<file path="config.mk">
export PLATFORM = sky130hd
export DESIGN_NAME = telomeric_repeat_checker_unit_flat
export DESIGN_NICKNAME = d
export VERILOG_FILES = /design/src/rtl/trc_pkg.sv /design/src/rtl/trc_char_if.sv /design/src/rtl/trc_verdict_if.sv /design/src/rtl/trc_count.sv /design/src/rtl/telomeric_repeat_checker_unit.sv /design/src/flat_wrapper.sv
export SDC_FILE = /design/constraint.sdc
export NUM_CORES = 1
export LEC_CHECK = 0
export ABC_AREA = 1
export BUFFER_PORTS_ARGS = -buffer_cell sky130_fd_sc_hd__buf_2
export CORE_MARGIN = 1.5
export CORE_UTILIZATION = 50
export DETAILED_ROUTE_END_ITERATION = 12
export PLACE_DENSITY = 0.69
export SYNTH_ARGS = -nofsm -noshare
export SYNTH_HDL_FRONTEND = slang
export SYNTH_SLANG_ARGS = --single-unit
</file>
<file path="constraint.sdc">
create_clock -name clk -period 7 [get_ports clk]
set_clock_uncertainty 0.1 [all_clocks]
set_input_delay 1.05 -clock clk [delete_from_list [all_inputs] [get_ports clk]]
set_output_delay 1.05 -clock clk [all_outputs]
set_load 0.02 [all_outputs]
</file>
<file path="src/rtl/trc_pkg.sv">
// ----------------------------------------------------------------------------
// trc_pkg
// Shared constants, phase codes and the pattern table of the telomeric
// repeat checker.
// ----------------------------------------------------------------------------
package trc_pkg;

    // Fixed field widths of the channels.
    localparam int TRC_CHAR_BITS        = 8;
    localparam int TRC_HIT_BITS         = 16;
    localparam int TRC_SUPPORT_OUT_BITS = 24;

    // Defaults for the top-level parameters.
    localparam int TRC_LENGTH_BITS_DEF  = 16;
    localparam int TRC_SUPPORT_BITS_DEF = 24;

    // Parse phases of one record.
    localparam logic [1:0] TRC_PH_PREFIX      = 2'd0;
    localparam logic [1:0] TRC_PH_AFTER_COLON = 2'd1;
    localparam logic [1:0] TRC_PH_SEQ         = 2'd2;
    localparam logic [1:0] TRC_PH_DONE        = 2'd3;

    // Characters that steer the parser.
    localparam logic [7:0] TRC_CH_COLON = 8'h3A;
    localparam logic [7:0] TRC_CH_BAR   = 8'h7C;
    localparam logic [7:0] TRC_CH_PAREN = 8'h28;
    localparam logic [7:0] TRC_CH_ZERO  = 8'h30;
    localparam logic [7:0] TRC_CH_NINE  = 8'h39;

    // Pass rule constants. The hit ratio of 0.06 is checked as
    // 50 * hits >= 3 * length.
    localparam logic [2:0] TRC_PAT_LEN       = 3'd6;
    localparam int         TRC_MIN_SUPPORT   = 7;
    localparam int         TRC_MIN_HITS_EXCL = 3;
    localparam int         TRC_END_GAP       = 6;
    localparam int         TRC_RATIO_HIT_MUL = 50;
    localparam int         TRC_RATIO_LEN_MUL = 3;

    // Pattern character at a match position: TTAGGG, or CCCTAA when inverted.
    function automatic logic [7:0] trc_pat_char(input logic inv, input logic [2:0] pos);
        logic [7:0] ch;
        ch = 8'h00;
        case (pos)
            3'd0: ch = inv ? 8'h43 : 8'h54;
            3'd1: ch = inv ? 8'h43 : 8'h54;
            3'd2: ch = inv ? 8'h43 : 8'h41;
            3'd3: ch = inv ? 8'h54 : 8'h47;
            3'd4: ch = inv ? 8'h41 : 8'h47;
            3'd5: ch = inv ? 8'h41 : 8'h47;
            default: ch = 8'h00;
        endcase
        return ch;
    endfunction

endpackage

</file>
<file path="src/rtl/trc_char_if.sv">
// ----------------------------------------------------------------------------
// trc_char_if
// Character channel: one record character and its framing marks per beat.
// ----------------------------------------------------------------------------
interface trc_char_if import trc_pkg::*; ();

    logic                     valid;
    logic                     ready;
    logic [TRC_CHAR_BITS-1:0] char_code;
    logic                     inv_mode;
    logic                     m_mode;
    logic                     first_char;
    logic                     last_char;

    modport source (
        output valid,
        input  ready,
        output char_code,
        output inv_mode,
        output m_mode,
        output first_char,
        output last_char
    );

    modport sink (
        input  valid,
        output ready,
        input  char_code,
        input  inv_mode,
        input  m_mode,
        input  first_char,
        input  last_char
    );

endinterface

</file>
<file path="src/rtl/trc_verdict_if.sv">
// ----------------------------------------------------------------------------
// trc_verdict_if
// Verdict channel: one pass/fail result per record.
// ----------------------------------------------------------------------------
interface trc_verdict_if import trc_pkg::*; ();

    logic                            valid;
    logic                            ready;
    logic                            qualifies;
    logic [TRC_SUPPORT_OUT_BITS-1:0] support;
    logic [TRC_HIT_BITS-1:0]         hit_count;

    modport source (
        output valid,
        input  ready,
        output qualifies,
        output support,
        output hit_count
    );

    modport sink (
        input  valid,
        output ready,
        input  qualifies,
        input  support,
        input  hit_count
    );

endinterface

</file>
<file path="src/rtl/trc_count.sv">
// ----------------------------------------------------------------------------
// trc_count
// Support count parser: decimal accumulation of the run after the last '('
// and before the final character, with saturation and a non-digit flag.
// ----------------------------------------------------------------------------
module trc_count import trc_pkg::*; #(
    parameter int SUPPORT_BITS = TRC_SUPPORT_BITS_DEF
) (
    input  logic                     clk,
    input  logic                     rst_n,
    input  logic                     step,
    input  logic [TRC_CHAR_BITS-1:0] char_code,
    input  logic                     first_char,
    input  logic                     last_char,
    output logic [SUPPORT_BITS-1:0]  acc_next,
    output logic                     bad_next
);

    localparam int CW = SUPPORT_BITS + 4;

    logic [SUPPORT_BITS-1:0] acc_reg;
    logic                    bad_reg;
    logic [SUPPORT_BITS-1:0] acc_base;
    logic                    bad_base;
    logic                    is_digit;
    logic [3:0]              digit;
    logic [CW-1:0]           acc_mul;

    always_comb
    begin
        acc_base = first_char ? '0 : acc_reg;
        bad_base = first_char ? 1'b0 : bad_reg;
        is_digit = (char_code >= TRC_CH_ZERO) && (char_code <= TRC_CH_NINE);
        digit    = 4'(char_code - TRC_CH_ZERO);
        acc_mul  = CW'(acc_base) * CW'(10) + CW'(digit);

        acc_next = acc_base;
        bad_next = bad_base;
        if (char_code == TRC_CH_PAREN)
        begin
            acc_next = '0;
            bad_next = 1'b0;
        end
        else if (!last_char)
        begin
            if (is_digit)
            begin
                if (acc_mul > CW'({SUPPORT_BITS{1'b1}}))
                    acc_next = '1;
                else
                    acc_next = acc_mul[SUPPORT_BITS-1:0];
            end
            else
            begin
                bad_next = 1'b1;
            end
        end
    end

    // The run is cleared when the last character of a record is processed.
    always_ff @(posedge clk or negedge rst_n)
    begin
        if (!rst_n)
        begin
            acc_reg <= '0;
            bad_reg <= 1'b0;
        end
        else if (step)
        begin
            acc_reg <= last_char ? '0 : acc_next;
            bad_reg <= last_char ? 1'b0 : bad_next;
        end
    end

endmodule

</file>
<file path="src/rtl/telomeric_repeat_checker_unit.sv">
// ----------------------------------------------------------------------------
// telomeric_repeat_checker_unit
// Per-character checker that decides whether an overhang record is a
// telomeric repeat and reports its support count.
// ----------------------------------------------------------------------------
// The block takes one character of an overhang record per beat and gives one
// verdict beat for each character marked as the last of its record; other
// characters give no verdict. It accepts a character in every clock cycle
// while the verdict register is empty or being drained, and while a verdict
// waits it can still fill an empty input register: a character enters an
// input register, and a single pass of logic then folds it into the running
// record state (parse phase, match position, hit and length counters, the
// support count run) and, on the last character, loads the verdict register;
// this pass waits while the verdict register is full and not being drained.
// A verdict is therefore offered once its last character has left the input
// register through that pass. The input side stalls only when the verdict
// register is full, not being drained, and the input register is occupied.
// Records are framed by first_char, which clears the running state and
// latches the two mode bits; without it, characters simply continue the
// current record, and the state is cleared after every verdict while the
// mode bits are kept. The hit ratio test of 0.06 is made exactly as
// 50 * hits >= 3 * length. The sequence length and the support accumulator
// have widths LENGTH_BITS and SUPPORT_BITS and saturate; the reported support saturates at the 24-bit field maximum.
// ----------------------------------------------------------------------------
module telomeric_repeat_checker_unit import trc_pkg::*; #(
    parameter int LENGTH_BITS  = TRC_LENGTH_BITS_DEF,
    parameter int SUPPORT_BITS = TRC_SUPPORT_BITS_DEF
) (
    input  logic         clk,
    input  logic         rst_n,
    trc_char_if.sink     chars,
    trc_verdict_if.source verdict
);

    localparam int RATIO_W = (LENGTH_BITS + 2 > TRC_HIT_BITS + 6) ?
                             (LENGTH_BITS + 2) : (TRC_HIT_BITS + 6);
    localparam int SUP_W   = (SUPPORT_BITS > TRC_SUPPORT_OUT_BITS) ?
                             SUPPORT_BITS : TRC_SUPPORT_OUT_BITS;

    // Input register.
    logic                     s1_valid_reg;
    logic [TRC_CHAR_BITS-1:0] s1_char_reg;
    logic                     s1_inv_reg;
    logic                     s1_m_reg;
    logic                     s1_first_reg;
    logic                     s1_last_reg;

    // Running record state.
    logic [1:0]              phase_reg;
    logic [2:0]              pos_reg;
    logic [TRC_HIT_BITS-1:0] hits_reg;
    logic [LENGTH_BITS-1:0]  len_reg;
    logic [LENGTH_BITS-1:0]  end_reg;
    logic                    adj_reg;
    logic                    bar_reg;
    logic [1:0]              mode_reg;

    // Verdict register.
    logic                            res_valid_reg;
    logic                            res_qual_reg;
    logic [TRC_SUPPORT_OUT_BITS-1:0] res_support_reg;
    logic [TRC_HIT_BITS-1:0]         res_hits_reg;

    logic can_go;
    logic in_take;
    logic step;

    // Base state: cleared when the character opens a record.
    logic [1:0]              mode_cur;
    logic [1:0]              b_phase;
    logic [2:0]              b_pos;
    logic [TRC_HIT_BITS-1:0] b_hits;
    logic [LENGTH_BITS-1:0]  b_len;
    logic [LENGTH_BITS-1:0]  b_end;
    logic                    b_adj;
    logic                    b_bar;

    // State after this character.
    logic [1:0]              u_phase;
    logic [2:0]              u_pos;
    logic [TRC_HIT_BITS-1:0] u_hits;
    logic [LENGTH_BITS-1:0]  u_len;
    logic [LENGTH_BITS-1:0]  u_end;
    logic                    u_adj;
    logic                    u_bar;

    logic                    do_scan;
    logic                    is_stop;
    logic                    pat_match;
    logic [2:0]              pos_inc;

    logic [SUPPORT_BITS-1:0] acc_next;
    logic                    bad_next;
    logic [SUP_W-1:0]        acc_ext;
    logic [TRC_SUPPORT_OUT_BITS-1:0] sup_sat;
    logic                    ratio_ok;
    logic                    pass;

    // The pipeline advances whenever the verdict register can take a new value.
    assign can_go        = !res_valid_reg || verdict.ready;
    assign chars.ready   = !s1_valid_reg || can_go;
    assign in_take       = chars.valid && chars.ready;
    assign step          = s1_valid_reg && can_go;

    always_ff @(posedge clk or negedge rst_n)
    begin
        if (!rst_n)
            s1_valid_reg <= 1'b0;
        else if (chars.ready)
            s1_valid_reg <= chars.valid;
    end

    always_ff @(posedge clk)
    begin
        if (in_take)
        begin
            s1_char_reg  <= chars.char_code;
            s1_inv_reg   <= chars.inv_mode;
            s1_m_reg     <= chars.m_mode;
            s1_first_reg <= chars.first_char;
            s1_last_reg  <= chars.last_char;
        end
    end

    trc_count #(
        .SUPPORT_BITS (SUPPORT_BITS)
    ) u_count (
        .clk        (clk),
        .rst_n      (rst_n),
        .step       (step),
        .char_code  (s1_char_reg),
        .first_char (s1_first_reg),
        .last_char  (s1_last_reg),
        .acc_next   (acc_next),
        .bad_next   (bad_next)
    );

    always_comb
    begin
        mode_cur = s1_first_reg ? {s1_m_reg, s1_inv_reg} : mode_reg;
        b_phase  = s1_first_reg ? TRC_PH_PREFIX : phase_reg;
        b_pos    = s1_first_reg ? 3'd0 : pos_reg;
        b_hits   = s1_first_reg ? '0 : hits_reg;
        b_len    = s1_first_reg ? '0 : len_reg;
        b_end    = s1_first_reg ? '0 : end_reg;
        b_adj    = s1_first_reg ? 1'b0 : adj_reg;
        b_bar    = s1_first_reg ? 1'b0 : bar_reg;

        is_stop   = (s1_char_reg == TRC_CH_BAR) || (s1_char_reg == TRC_CH_PAREN);
        pat_match = (s1_char_reg == trc_pat_char(mode_cur[0], b_pos));
        pos_inc   = b_pos + 3'd1;

        u_phase = b_phase;
        u_pos   = b_pos;
        u_hits  = b_hits;
        u_len   = b_len;
        u_end   = b_end;
        u_adj   = b_adj;
        u_bar   = b_bar;
        do_scan = 1'b0;

        case (b_phase)
            TRC_PH_PREFIX:
            begin
                if (s1_char_reg == TRC_CH_COLON)
                    u_phase = TRC_PH_AFTER_COLON;
            end
            TRC_PH_AFTER_COLON:
            begin
                u_phase = TRC_PH_SEQ;
                if (s1_char_reg == TRC_CH_BAR)
                    u_bar = 1'b1;
                else
                    do_scan = 1'b1;
            end
            TRC_PH_SEQ:
            begin
                do_scan = 1'b1;
            end
            default:
            begin
                do_scan = 1'b0;
            end
        endcase

        // One step of the pattern matcher; a mismatch restarts without
        // rechecking the character.
        if (do_scan)
        begin
            if (is_stop)
            begin
                u_phase = TRC_PH_DONE;
            end
            else
            begin
                if (pat_match)
                begin
                    if (pos_inc >= TRC_PAT_LEN)
                    begin
                        u_pos = 3'd0;
                        if ((b_hits != '0) && (b_len >= b_end) &&
                            ((b_len - b_end) == LENGTH_BITS'(TRC_END_GAP)))
                            u_adj = 1'b1;
                        u_end = b_len;
                        if (b_hits != '1)
                            u_hits = b_hits + 1'b1;
                    end
                    else
                    begin
                        u_pos = pos_inc;
                    end
                end
                else
                begin
                    u_pos = 3'd0;
                end
                if (b_len != '1)
                    u_len = b_len + 1'b1;
            end
        end
    end

    // Verdict on the state after the last character.
    always_comb
    begin
        ratio_ok = (RATIO_W'(u_hits) * RATIO_W'(TRC_RATIO_HIT_MUL)) >=
                   (RATIO_W'(u_len) * RATIO_W'(TRC_RATIO_LEN_MUL));
        pass = (u_phase != TRC_PH_PREFIX) &&
               (u_bar == mode_cur[1]) &&
               !bad_next &&
               (acc_next >= SUPPORT_BITS'(TRC_MIN_SUPPORT)) &&
               (u_hits > TRC_HIT_BITS'(TRC_MIN_HITS_EXCL)) &&
               ratio_ok &&
               u_adj;
        acc_ext = SUP_W'(acc_next);
        if (acc_ext > SUP_W'({TRC_SUPPORT_OUT_BITS{1'b1}}))
            sup_sat = '1;
        else
            sup_sat = acc_ext[TRC_SUPPORT_OUT_BITS-1:0];
    end

    // Running state; cleared after each verdict, mode bits kept.
    always_ff @(posedge clk or negedge rst_n)
    begin
        if (!rst_n)
        begin
            phase_reg <= TRC_PH_PREFIX;
            pos_reg   <= 3'd0;
            hits_reg  <= '0;
            len_reg   <= '0;
            end_reg   <= '0;
            adj_reg   <= 1'b0;
            bar_reg   <= 1'b0;
            mode_reg  <= 2'b00;
        end
        else if (step)
        begin
            mode_reg <= mode_cur;
            if (s1_last_reg)
            begin
                phase_reg <= TRC_PH_PREFIX;
                pos_reg   <= 3'd0;
                hits_reg  <= '0;
                len_reg   <= '0;
                end_reg   <= '0;
                adj_reg   <= 1'b0;
                bar_reg   <= 1'b0;
            end
            else
            begin
                phase_reg <= u_phase;
                pos_reg   <= u_pos;
                hits_reg  <= u_hits;
                len_reg   <= u_len;
                end_reg   <= u_end;
                adj_reg   <= u_adj;
                bar_reg   <= u_bar;
            end
        end
    end

    always_ff @(posedge clk or negedge rst_n)
    begin
        if (!rst_n)
            res_valid_reg <= 1'b0;
        else if (step && s1_last_reg)
            res_valid_reg <= 1'b1;
        else if (verdict.ready)
            res_valid_reg <= 1'b0;
    end

    always_ff @(posedge clk)
    begin
        if (step && s1_last_reg)
        begin
            res_qual_reg    <= pass;
            res_support_reg <= pass ? sup_sat : '0;
            res_hits_reg    <= u_hits;
        end
    end

    assign verdict.valid     = res_valid_reg;
    assign verdict.qualifies = res_qual_reg;
    assign verdict.support   = res_support_reg;
    assign verdict.hit_count = res_hits_reg;

endmodule

</file>
<file path="src/flat_wrapper.sv">
// flat-port wrapper written by rule: the top's interface ports become plain ports
module telomeric_repeat_checker_unit_flat import trc_pkg::*;
#(
    parameter int LENGTH_BITS  = TRC_LENGTH_BITS_DEF,
    parameter int SUPPORT_BITS = TRC_SUPPORT_BITS_DEF
)
  (clk, rst_n, chars_valid, chars_ready, chars_char_code, chars_inv_mode, chars_m_mode, chars_first_char, chars_last_char, verdict_valid, verdict_ready, verdict_qualifies, verdict_support, verdict_hit_count);
  trc_char_if chars_i ();
  trc_verdict_if verdict_i ();
  input  logic clk;
  input  logic rst_n;
  input wire logic [$bits(chars_i.valid)-1:0] chars_valid;
  output wire logic [$bits(chars_i.ready)-1:0] chars_ready;
  input wire logic [$bits(chars_i.char_code)-1:0] chars_char_code;
  input wire logic [$bits(chars_i.inv_mode)-1:0] chars_inv_mode;
  input wire logic [$bits(chars_i.m_mode)-1:0] chars_m_mode;
  input wire logic [$bits(chars_i.first_char)-1:0] chars_first_char;
  input wire logic [$bits(chars_i.last_char)-1:0] chars_last_char;
  output wire logic [$bits(verdict_i.valid)-1:0] verdict_valid;
  input wire logic [$bits(verdict_i.ready)-1:0] verdict_ready;
  output wire logic [$bits(verdict_i.qualifies)-1:0] verdict_qualifies;
  output wire logic [$bits(verdict_i.support)-1:0] verdict_support;
  output wire logic [$bits(verdict_i.hit_count)-1:0] verdict_hit_count;
  assign chars_i.valid = chars_valid;
  assign chars_ready = chars_i.ready;
  assign chars_i.char_code = chars_char_code;
  assign chars_i.inv_mode = chars_inv_mode;
  assign chars_i.m_mode = chars_m_mode;
  assign chars_i.first_char = chars_first_char;
  assign chars_i.last_char = chars_last_char;
  assign verdict_valid = verdict_i.valid;
  assign verdict_i.ready = verdict_ready;
  assign verdict_qualifies = verdict_i.qualifies;
  assign verdict_support = verdict_i.support;
  assign verdict_hit_count = verdict_i.hit_count;
  telomeric_repeat_checker_unit #(.LENGTH_BITS(LENGTH_BITS), .SUPPORT_BITS(SUPPORT_BITS)) u_core (.clk(clk), .rst_n(rst_n), .chars(chars_i), .verdict(verdict_i));
endmodule
</file>
==> out/results.tsv <==
stage	metric	value	unit
timing	slew_headroom	16.8	%
yosys	synth_enable_flop_cells	53	
cells_and_area	multiInputGateArea	0.00920	mm^2
worst_setup_path	crit_top_cell	inv_1	
yosys	async_reset_ff_share	61.3	%
timing	fin_ws	-76.3	ps
status	status	finished, violations left	
route	ant_nets	0	
die	initial_core_util	51.1	%
die	core	0.0271	mm^2
die	floorplan.die.width	169	um
yosys	synth_flop_cell	dfrtp_1	
clock_network	cts_tree	built	
yosys	syn_avg_cell_area	6.76	um^2
grt	antenna_found_initial	0	
yosys	ys_ff_latch	137	
place	dpl_cell_area	0.0148	mm^2
yosys	yosys_warnings	0	
timing	worst_slew_pin_slew	1240	ps
place	dp_hpwl	30700	um
place	gp_congestion	1.02	
worst_setup_path	cp.required	7190	ps
timing	slew_viol_final	0	
die	io_pins	59	
power	clkPwrFrac	43.9	%
power	ir_drop	102	uV
route	wirelength	40900	um
yosys	synthCells	2050	
clock_network	cts_buffers	17	
grt	grt_pass1_wl	63700	um
cells_and_area	final_cell_mix	nand2_1 (494), inv_1 (333), nor2_1 (219)	
cells_and_area	diodes	0	
clock_network	numClockSinks	137	
power	p_int	1420	uW
worst_setup_path	worstSetupPathType	reg -> reg	
cells_and_area	final_cells	2548	
clock_network	clk_pin_slew	70	ps
yosys	synthDistinctLibCells	52	
cells_and_area	fillers	2484	
clock_network	clockBufferDepth	2	
worst_hold_path	hp-class	reg -> reg	
power	power_switching	584	uW
power	pwr-share-comb	12.5	%
worst_setup_path	critical-path-max-stage-delay	500	ps
timing	hold_viol	0	
grt	grt_max_degree	66	
cells_and_area	layout_commonest_cell	nand2_1	
die	fp.dieArea	0.0287	mm^2
place	numPortBuffers	58	
cells_and_area	drive_gt1_share	14.6	%
status	failed_checks	setup timing	
cells_and_area	stdcell_area	0.0162	mm^2
power	pwr-share-seq	43.7	%
route	drt_iter0_drc	1507	
die	die_h	169	um
route	drcViolationCount	0	
route	vias_per_cell	5.49	
clock_network	clk_latency	430	ps
cells_and_area	syn_to_final_growth	16.6	%
worst_setup_path	cp_data_arrival_time	7270	ps
route	first_pass_iters	6	
yosys	ys_seq_area_share	26.7	%
grt	grt_overflow	0	
clock_network	cts-htree-levels	4	
power	leakage	0.00803	uW
die	rows	60	
power	sw_frac_of_total	29.1	%
worst_setup_path	slowest_stage	fa_1	
grt	grtUsageTotal	27.9	%
yosys	syn_nets	2231	
worst_setup_path	endpoint_kind	flip-flop	
place	placed_cells	2483	
clock_network	cts_root_buffer	clkbuf_16	
power	total_power	2010	uW
grt	grt_pass1_vias	12753	
timing	fin_crit_sh	101	%
cells_and_area	register_area	0.00369	mm^2
worst_setup_path	path_max_fanout	30	
route	num_vias	13997	
worst_setup_path	start_kind	flip-flop	
timing	finalSetupViolCount	24	
power	power_density	124	mW/mm^2
job	max_cap_violations	0	
timing	min_period	7080	ps
yosys	syn_area	0.0139	mm^2
timing	hold_ws	382	ps
cells_and_area	nets	2344	
timing	max_freq	0.141	GHz
route	wire_per_inst	16.1	um
cells_and_area	post-route-util	59.6	%
[stage by stage]
step	TNS, ps	worst slack [ps]
floorplan	0	20.9
global route	-4920	-232
CTS	0	15.8
finish	-809	-76.3
detailed placement	-2030	-115
global placement	0	74.8
[cell type report]
cell class              instances  area share, %
repair buffers                130           5.30
clock inverters                14          0.829
clock buffers                  18           2.66
well taps                     372           2.88
inverters                     364           8.49
multi-input cells            1513           57.0
flip-flops and latches        137           22.9
[kinds of logic (layout without fill, tap and decap cells)]
family | count (synthesis) | in the layout | share of synthesized area (%)
compound gates | 286 | 286 | 12.2
buf+inv | 403 | 526 | 11.2
simple gates | 994 | 997 | 30.2
fa+ha+maj | 165 | 165 | 15.6
flops | 137 | 137 | 26.7
xor+xnor | 65 | 65 | 4.11
[critical path, delay by kind of cell, from the launching register on]
family / cells / cell delay [ps]
simple gates: 10 / 1920
xor+xnor: 2 / 370
flops: 1 / 400
fa+ha+maj: 5 / 1680
buf+inv: 10 / 1450
compound gates: 7 / 950
[power by group through the flow]
stage / Sequential, uW / Clock [uW] / Combinational, uW
after floorplan: 908 / 0 / 132
after global placement: 893 / 0 / 221
after detailed placement: 893 / 0 / 223
after CTS: 878 / 885 / 232
after global routing: 879 / 916 / 274
final: 877 / 881 / 251
[cells in the mapped netlist (3+ instances only)]
cell type,number,area (um^2)
a211oi_1,4,30.0
a21oi_1,106,531
a21oi_2,3,26.3
a31oi_1,8,50.1
a32o_1,10,100
buf_1,3,11.3
buf_2,4,20.0
buf_6,4,45.0
clkbuf_1,27,101
dfrtp_1,84,2100
edfxtp_1,53,1590
fa_1,13,260
ha_1,152,1900
inv_1,351,1320
inv_2,11,41.3
nand2_1,508,1910
nand2_2,8,50.1
nand3_1,115,576
nand3_2,4,40.0
nand3b_1,5,37.5
nand4_1,38,238
nor2_1,255,957
nor2_2,10,62.6
nor2_4,4,45.0
nor3_1,24,120
nor4_1,8,50.1
o2111ai_1,3,26.3
o211ai_1,11,82.6
o21a_1,8,60.1
o21ai_0,62,310
o21bai_1,5,37.5
o22ai_1,54,338
or2_2,7,43.8
xnor2_1,13,114
xor2_1,52,455
[routing by layer]
layer  vias up  GRT usage (%)  part of all wire [%]
met1      6457           40.4                    46
met4         0           6.85                   2.1
met5         -              0                     0
met2       567           43.2                    44
met3        80           4.73                   7.9
li1       6893              -                     -
[worst paths after layout]
path                                      from                         end  slack (ps)  cells past startpoint
max                        u_core.s1_first_reg  u_core.verdict.support[15]         -80                     34
min                          u_core.end_reg[9]           u_core.end_reg[9]         380                      2
max reg2reg                u_core.s1_first_reg  u_core.verdict.support[15]         -80                     34
min reg2reg                  u_core.end_reg[9]           u_core.end_reg[9]         380                      2
max in group asynchronous                rst_n          u_core.hits_reg[7]        5220                      2
min in group asynchronous                rst_n           u_core.end_reg[6]         420                      1
[timing repair]
action,CTS,global route
cloned,1,2
hold buffers,0,0
resized for setup,7,129
endpoints found under the hold margin,0,0
endpoints found under the setup margin,25,25
buffers inserted,4,26
pin swaps,6,59
Note: power is estimated with default switching activity, not from simulation.
